==> src/rtl/dpm_pkg.sv <==
`timescale 1ns / 1ps

package dpm_pkg;

   // Field widths
   localparam int SampleW = 16;
   localparam int VolumeW = 7;
   localparam int GainW   = 7;
   localparam int PulseW  = 32;
   localparam int LevelW  = 16;

   typedef logic signed [SampleW-1:0] sample_type;
   typedef logic [VolumeW-1:0]        volume_type;
   typedef logic [GainW-1:0]          gain_type;
   typedef logic [PulseW-1:0]         pulse_type;
   typedef logic [LevelW-1:0]         level_type;

   localparam volume_type VolumeMax  = 7'd100;
   localparam logic [31:0] DitherSeed = 32'h6D2B_79F5;

   // floor(2^22 / 100); one correction step recovers the exact quotient
   localparam logic [15:0] RecipMul   = 16'd41943;
   localparam int          RecipShift = 22;

   // Displayed volume to gain: three straight segments
   function automatic gain_type map_volume(input volume_type v);
      logic [7:0]  t;
      logic [15:0] p;
      gain_type    g;
      t = '0;
      p = '0;
      if (v <= 7'd10) begin
         g = GainW'({v, 2'b00});
      end else if (v <= 7'd50) begin
         // (v-10)*30/40 == ((v-10)*3) >> 2
         t = 8'(v - 7'd10) * 8'd3;
         g = 7'd40 + GainW'(t >> 2);
      end else begin
         // (v-50)*30/50 == ((v-50)*3)/5, via *205 >> 10 (exact for t <= 150)
         t = 8'(v - 7'd50) * 8'd3;
         p = 16'(t) * 16'd205;
         g = 7'd70 + GainW'(p >> 10);
      end
      return g;
   endfunction

   // 32-bit xorshift, shifts 13 / 17 / 5
   function automatic logic [31:0] xorshift32(input logic [31:0] s);
      logic [31:0] d;
      d = s;
      d = d ^ (d << 13);
      d = d ^ (d >> 17);
      d = d ^ (d << 5);
      return d;
   endfunction

endpackage

==> src/rtl/dithered_pdm_modulator.sv <==
`timescale 1ns / 1ps

// Dithered first-order pulse-density modulator. Each PCM sample beat on req_
// yields one rsp_ beat of 32 pulse bits (bit 0 first in time). The sample is
// scaled by the mapped volume, divided by 100 toward zero, dithered by a
// xorshift source when nonzero, clamped and offset to an unsigned level, and
// fed to the density accumulator. The datapath is a five-register pipeline
// (input, gain multiply, reciprocal multiply, quotient correction, dither and
// clamp) plus the result register: one sample is taken every clock cycle unless
// the result channel stalls. The pulse word is built combinationally from the
// accumulator and k*level for each slot, so the only loops between samples are
// the accumulator and the dither state, each one add or xorshift per cycle.
// csr_ready is always high; write the volume only while no samples are in
// flight. Volumes above 100 read as 100.
module dithered_pdm_modulator #(
   parameter int OVERSAMPLE_RATIO = 32
) (
   input  logic                 clock,
   input  logic                 reset,
   // sample channel
   input  logic                 req_valid,
   output logic                 req_stall,
   input  dpm_pkg::sample_type  req_pcm_sample,
   // pulse channel
   output logic                 rsp_valid,
   input  logic                 rsp_stall,
   output dpm_pkg::pulse_type   rsp_pulse_bits,
   // volume register
   input  logic                 csr_valid,
   output logic                 csr_ready,
   input  dpm_pkg::volume_type  csr_volume_level
);

   import dpm_pkg::*;

   localparam int RatioW = $clog2(OVERSAMPLE_RATIO + 1);
   localparam int LaneW  = LevelW + $clog2(PulseW);
   localparam int StepW  = LevelW + RatioW;

   // Configuration and loop state
   gain_type          gain_ff, gain_in;
   logic [31:0]       dither_ff, dither_in;
   level_type         acc_ff, acc_in;

   // Pipeline registers
   logic              v1_ff, v2_ff, v3_ff, v4_ff, v5_ff, rsp_valid_ff;
   logic              rdy1, rdy2, rdy3, rdy4, rdy5, rdy_out;
   sample_type        sample_ff;
   logic              neg2_ff, neg3_ff;
   logic [21:0]       mag2_ff, mag3_ff;
   logic [15:0]       qe3_ff;
   logic signed [16:0] pcm4_ff;
   level_type         level5_ff;
   pulse_type         pulse_ff, pulse_in;

   // Stage next values
   logic signed [23:0] prod;
   logic [37:0]        recip;
   logic [21:0]        rem;
   logic [15:0]        quot;
   logic [31:0]        dither_next;
   logic signed [4:0]  dith;
   logic signed [17:0] dsum;
   level_type          level_in;
   logic [StepW-1:0]   acc_step;

   // Backpressure: a stage loads when empty or when it is moving on
   always_comb begin
      rdy_out = !rsp_valid_ff || !rsp_stall;
      rdy5    = !v5_ff || rdy_out;
      rdy4    = !v4_ff || rdy5;
      rdy3    = !v3_ff || rdy4;
      rdy2    = !v2_ff || rdy3;
      rdy1    = !v1_ff || rdy2;
   end

   assign req_stall      = !rdy1;
   assign rsp_valid      = rsp_valid_ff;
   assign rsp_pulse_bits = pulse_ff;
   assign csr_ready      = 1'b1;

   // Volume write: saturate, then map to gain
   always_comb begin
      gain_in = gain_ff;
      if (csr_valid) begin
         gain_in = map_volume((csr_volume_level > VolumeMax) ? VolumeMax : csr_volume_level);
      end
   end

   // Gain multiply and magnitude
   always_comb begin
      prod = sample_ff * signed'({1'b0, gain_ff});
   end

   // Quotient estimate: never more than one below the true quotient
   always_comb begin
      recip = 38'(mag2_ff) * 38'(RecipMul);
   end

   // Correction step and sign restore
   always_comb begin
      rem  = mag3_ff - 22'(qe3_ff * 22'd100);
      quot = qe3_ff + 16'(rem >= 22'd100);
   end

   // Dither, clamp, offset to unsigned level
   always_comb begin
      dither_next = xorshift32(dither_ff);
      dither_in   = dither_ff;
      dith        = signed'({1'b0, dither_next[27:24]}) - signed'({1'b0, dither_next[23:20]});
      dsum        = 18'(pcm4_ff);
      if (pcm4_ff != '0) begin
         dsum = 18'(pcm4_ff) + 18'(dith);
         if (rdy5 && v4_ff) begin
            dither_in = dither_next;
         end
      end
      if (dsum > 18'sd32767) begin
         level_in = 16'hFFFF;
      end else if (dsum < -18'sd32768) begin
         level_in = 16'h0000;
      end else begin
         level_in = dsum[15:0] ^ 16'h8000;
      end
   end

   // Pulse slots: slot k carries out of acc + k*level + level
   always_comb begin
      pulse_in = '0;
      for (int k = 0; k < PulseW; k++) begin
         logic [LaneW-1:0]  lane_mul;
         logic [LevelW-1:0] lane_sum;
         logic [LevelW:0]   lane_carry;
         lane_mul   = LaneW'(level5_ff) * LaneW'(k);
         lane_sum   = acc_ff + lane_mul[LevelW-1:0];
         lane_carry = {1'b0, lane_sum} + {1'b0, level5_ff};
         if (k < OVERSAMPLE_RATIO) begin
            pulse_in[k] = lane_carry[LevelW];
         end
      end
   end

   // Accumulator advances by ratio*level per sample
   always_comb begin
      acc_step = StepW'(level5_ff) * StepW'(OVERSAMPLE_RATIO);
      acc_in   = acc_ff;
      if (rdy_out && v5_ff) begin
         acc_in = acc_ff + acc_step[LevelW-1:0];
      end
   end

   // Control state
   always_ff @(posedge clock) begin
      if (reset) begin
         gain_ff      <= map_volume(VolumeMax);
         dither_ff    <= DitherSeed;
         acc_ff       <= '0;
         v1_ff        <= 1'b0;
         v2_ff        <= 1'b0;
         v3_ff        <= 1'b0;
         v4_ff        <= 1'b0;
         v5_ff        <= 1'b0;
         rsp_valid_ff <= 1'b0;
      end else begin
         gain_ff   <= gain_in;
         dither_ff <= dither_in;
         acc_ff    <= acc_in;
         if (rdy1) begin
            v1_ff <= req_valid;
         end
         if (rdy2) begin
            v2_ff <= v1_ff;
         end
         if (rdy3) begin
            v3_ff <= v2_ff;
         end
         if (rdy4) begin
            v4_ff <= v3_ff;
         end
         if (rdy5) begin
            v5_ff <= v4_ff;
         end
         if (rdy_out) begin
            rsp_valid_ff <= v5_ff;
         end
      end
   end

   // Payload registers
   always_ff @(posedge clock) begin
      if (rdy1) begin
         sample_ff <= req_pcm_sample;
      end
      if (rdy2) begin
         neg2_ff <= prod[23];
         mag2_ff <= prod[23] ? 22'(-prod) : 22'(prod);
      end
      if (rdy3) begin
         neg3_ff <= neg2_ff;
         mag3_ff <= mag2_ff;
         qe3_ff  <= recip[RecipShift+15:RecipShift];
      end
      if (rdy4) begin
         pcm4_ff <= neg3_ff ? -signed'({1'b0, quot}) : signed'({1'b0, quot});
      end
      if (rdy5) begin
         level5_ff <= level_in;
      end
      if (rdy_out) begin
         pulse_ff <= pulse_in;
      end
   end

endmodule

==> config.mk <==
export PLATFORM = sky130hd
export DESIGN_NAME = dithered_pdm_modulator
export DESIGN_NICKNAME = d
export VERILOG_FILES = /design/src/rtl/dpm_pkg.sv /design/src/rtl/dithered_pdm_modulator.sv
export SDC_FILE = /design/constraint.sdc
export NUM_CORES = 2
export LEC_CHECK = 0
export ABC_AREA = 1
export BUFFER_PORTS_ARGS = -buffer_cell sky130_fd_sc_hd__buf_2
export CORE_ASPECT_RATIO = 0.75
export CORE_MARGIN = 2
export CORE_UTILIZATION = 60
export DETAILED_ROUTE_END_ITERATION = 10
export PLACE_DENSITY = 0.76
export SETUP_SLACK_MARGIN = 0.02
export SYNTH_ARGS = -nofsm -noshare
export SYNTH_HDL_FRONTEND = slang
export SYNTH_SLANG_ARGS = --single-unit
==> constraint.sdc <==
create_clock -name clock -period 7.7 [get_ports clock]
set_input_delay 1.155 -clock clock [delete_from_list [all_inputs] [get_ports clock]]
set_output_delay 1.155 -clock clock [all_outputs]
set_load 0.01 [all_outputs]
==> results list <==
- The flow ran to the end, and the final reports show no timing, DRC or antenna violations.
- Register-to-Register Setup Slack: around 0.74 ns
- Average routed wire per standard cell: 19.3 um
- Along the worst hold path, the cell count comes to 0.
- Leading register cell type out of synthesis: edfxtp_1
* Area Growth Syn to Fin: 4.96%
- The initial antenna violation count came to 3.
* Area of the die: between 0.09 and 0.1 mm^2
- Starting utilization of the core area: 60.3%
- Worst-path clk slew: about 0.090 ns
* CTS H-tree depth: 4
- Number of nets with antenna violations after detailed routing: 0
- Worst Max-Slew Pin Slew: 1.41 ns
* Number of endpoints with negative hold slack in the final report: 0
- For hold timing, the worst endpoint is neg3_ff.
* Fill cell total of the finished layout: 8213
* Wirelength, routed: between 150000 and 200000 um
- Mapped Nets: 8783
- The clock passes through at most 2 buffers.
* Arrival time reported for the critical path endpoint: ~7.4 ns
- Critical path's top delay family: adder cells
- TritonCTS built the clock tree.
* Final Setup Violations: 0
* Grt met2 use: between 40% and 50%
- CTS sink count: between 150 and 200
* Crit start category: primary input
* Rows: ~100
* Total count of max-transition violations in the final report: 0
- In the global route stage, met3 resource usage came out at 10.7%.
- Iter 0 DRT Violations: 4051
- In the synthesized netlist, the number of instances is 6929.
- The total area inside the core boundary comes to 0.0949 mm^2.
- Total via count after detailed routing: 47200
- The first global-routing pass estimated 252000 um of wire.
* Worst flop-to-flop path startpoint: qe3_ff[4]
* Top-level I/O count: 63
- In the finished design, the share of the clock period the worst path needs comes to 91.1%.
* Share of cells above drive strength 1: 2.73%
* Mean number of vias per cell: 5.69
* CP bufs+invs: 10
- The global routing stage identified its most utilized layer as met1.
- Setup repair after global routing missed its margin: false
- Tightest slew margin relative to the limit: 5.85%
- I/O Buffers: 61
* Largest clock skew in the final design: 0.0285 ns
- In the global route stage, overall resource usage came out at approximately 33%.
- Most repeated library cell on the critical path: nand2_1
- The worst hold path belongs to the class reg2reg.
- In this run the most critical hold path is launched from neg2_ff.
* Yosys warns: 0
- Area of the mapped netlist: 0.0573 mm^2
* Sequential fraction of the synthesis area: 9.35%
- For this run, the post-layout net count is roughly 8900.
- Final Instance Area: 0.0601 mm^2
- Drt drc: 0
- After legalization and detailed placement, the total HPWL measured 129000 um.
* Overflow after GRT: 0
- Required @ worst endpoint: 8.11 ns
* Number of distinct library cells after synthesis: between 60 and 70
- Timing would allow up to around 140 MHz.
- The number of setup buffers added after CTS is 0.
* Die boundary width: around 360 um
- The clock period could shrink to 7.01 ns.
- Largest net degree at the start of global routing: 55
- Grt met1 use: a little under half
* Final worst slack: a little under 0.7 ns
* Post-synthesis async set-or-reset flop share: 0%
- For this design, the slowest cell found on the critical path is fa_1.
- Via count of the first global-routing pass: 46000
* Number of enable flip-flop cells after synthesis: about 140
* Number of buffers inserted during clock tree synthesis: 17
- Of all nets on the critical path, the largest fanout is 4.
- Final core utilization: between 60 and 70%
* Origin of the worst setup path: csr_volume_level[4]
* Final sum of negative setup slack: 0 ns
- Kind of end point of the critical path: flop
* Worst slack, placed: 0.180 ns
* Root cell of the clock tree: clkbuf_16
- Before antenna repair, the detailed router went through 7 iterations.
* Placement Cell Area: 0.0595 mm^2
- Max-cap violation count: 0
* Worst Reg2Reg Path Length in Cells: 39
- Reg-to-reg critical path endpoint: pcm4_ff[15]
* Clock latency at the later pin of the worst-skew pair: 0.54 ns
- Setup CP Type: in2reg
- Mean instance size in the synthesized netlist: 8.26 um^2
- Synthesis inferred 197 register bits.
- Floorplan die height: 272 um
* Gp weighted congestion: 1.07
- On the worst path, the slowest cell contributes a delay of roughly 0.53 ns.
-- state kept, by name, indices dropped and copies added (netlist names) --
signal	cells
neg3_ff	1
mag2_ff	22
dither_ff	32
rsp_valid	1
v4_ff	1
gain_ff	7
rsp_pulse_bits	32
level5_ff	16
qe3_ff	16
v5_ff	1
acc_ff	11
v2_ff	1
v3_ff	1
mag3_ff	20
neg2_ff	1
pcm4_ff	17
v1_ff	1
sample_ff	16
-- Yosys cell counts, types with 4 or more instances --
| cell type | number | area, um^2 |
|---|---|---|
| o21ai_1 | 8 | 40.0 |
| o21a_1 | 9 | 67.6 |
| o221ai_1 | 37 | 324 |
| o21ai_0 | 228 | 1140 |
| xor2_1 | 354 | 3100 |
| a21oi_1 | 700 | 3500 |
| o211ai_1 | 50 | 375 |
| nand3_1 | 149 | 746 |
| buf_2 | 4 | 20.0 |
| nor3_1 | 49 | 245 |
| or2_2 | 4 | 25.0 |
| dfxtp_1 | 56 | 1120 |
| inv_1 | 1537 | 5770 |
| nand3b_1 | 14 | 105 |
| ha_1 | 1252 | 15700 |
| a211oi_1 | 19 | 143 |
| nor4_1 | 13 | 81.3 |
| a21o_1 | 68 | 510 |
| buf_4 | 4 | 30.0 |
| o2111ai_1 | 5 | 43.8 |
| xnor2_1 | 281 | 2460 |
| edfxtp_1 | 141 | 4230 |
| inv_2 | 4 | 15.0 |
| a31oi_1 | 18 | 113 |
| nor2_1 | 240 | 901 |
| o21bai_1 | 52 | 390 |
| o31ai_1 | 17 | 128 |
| a31o_2 | 4 | 35.0 |
| nor2_2 | 4 | 25.0 |
| o311ai_0 | 4 | 35.0 |
| nand2_1 | 869 | 3260 |
| and2_1 | 7 | 43.8 |
| nand4_1 | 84 | 526 |
| fa_1 | 574 | 11500 |
| a21boi_0 | 6 | 45.0 |
| clkbuf_1 | 28 | 105 |
-- cells by family (layout without fill, tap and decap cells) --
group	count (synthesis)	in the layout	share of synthesized area (%)
xor gates and xnor gates	639	639	9.87
and+or+nand+nor	1446	1446	10.6
other	1	2	0.00655
DFF	197	197	9.35
buffers and inverters	1578	1690	10.4
AOI/OAI and AO/OA	1242	1242	12.4
adders and majority gates	1826	1826	47.4
-- routing by layer --
layer,up-vias,routed length [um]
met2,1909,62700
met1,22200,73800
li1,22800,-
met5,-,7
met3,240,18900
met4,2,4140
-- cell type report --
class / instances / area (um^2) / share of cell area [%]
Tap cell: 1250 / 1560 / 2.60
Timing Repair Buffer: 117 / 801 / 1.33
Antenna cell: 1 / 2.50 / 0.00416
Inverter: 1541 / 5780 / 9.63
Clock buffer: 18 / 439 / 0.731
Sequential cell: 197 / 5360 / 8.91
Multi-Input combinational cell: 5154 / 46000 / 76.5
Clock inverter: 14 / 169 / 0.281
-- metrics by stage --
| step | hold WS (ns) | std cells |
|---|---|---|
| 2_1_floorplan | 0.400 | 6929 |
| 3_3_place_gp | 0.449 | 8259 |
| 3_5_place_dp | 0.412 | 8259 |
| 4_1_cts | 0.433 | 8291 |
| 5_1_grt | 0.436 | 8292 |
| 6_report | 0.433 | 8292 |
-- layout by cell type (no fill, tap or decap), types with 61 or more instances in the layout --
master,n
edfxtp_1,141
fa_1,574
nand2_1,868
xor2_1,354
xnor2_1,281
buf_2,61
a21oi_1,700
a21o_1,68
nand3_1,149
ha_1,1251
inv_1,1537
o21ai_0,228
nand4_1,84
nor2_1,240
-- worst register-to-register path, delay by kind of cell, from the launching register on --
family	cells	cell delay (ns)
fa+ha+maj	7	2.30
simple gates	18	2.14
compound gates	6	1.08
flops	1	0.48
xor+xnor	3	0.42
buf+inv	5	0.31
-- how the worst max path moves through the flow --
stage	to	slack (ns)	cells past startpoint
2_1_floorplan	gain_ff[5]	0.62	42
5_1_grt	pcm4_ff[13]	0.04	39
3_3_place_gp	gain_ff[5]	0.18	43
6_report	gain_ff[5]	0.69	43
3_5_place_dp	gain_ff[5]	0.18	43
4_1_cts	pcm4_ff[15]	0.64	39
-- timing repair --
action / CTS / global route
hold buffers: 0 / 0
gates resized for setup: 0 / 3
endpoints found under the setup margin: 0 / 3
endpoints found under the hold margin: 0 / 0
Power is left out: the tool's default activity adds up to more than one toggle a clock period on the data nets, which glitch-free logic cannot reach.
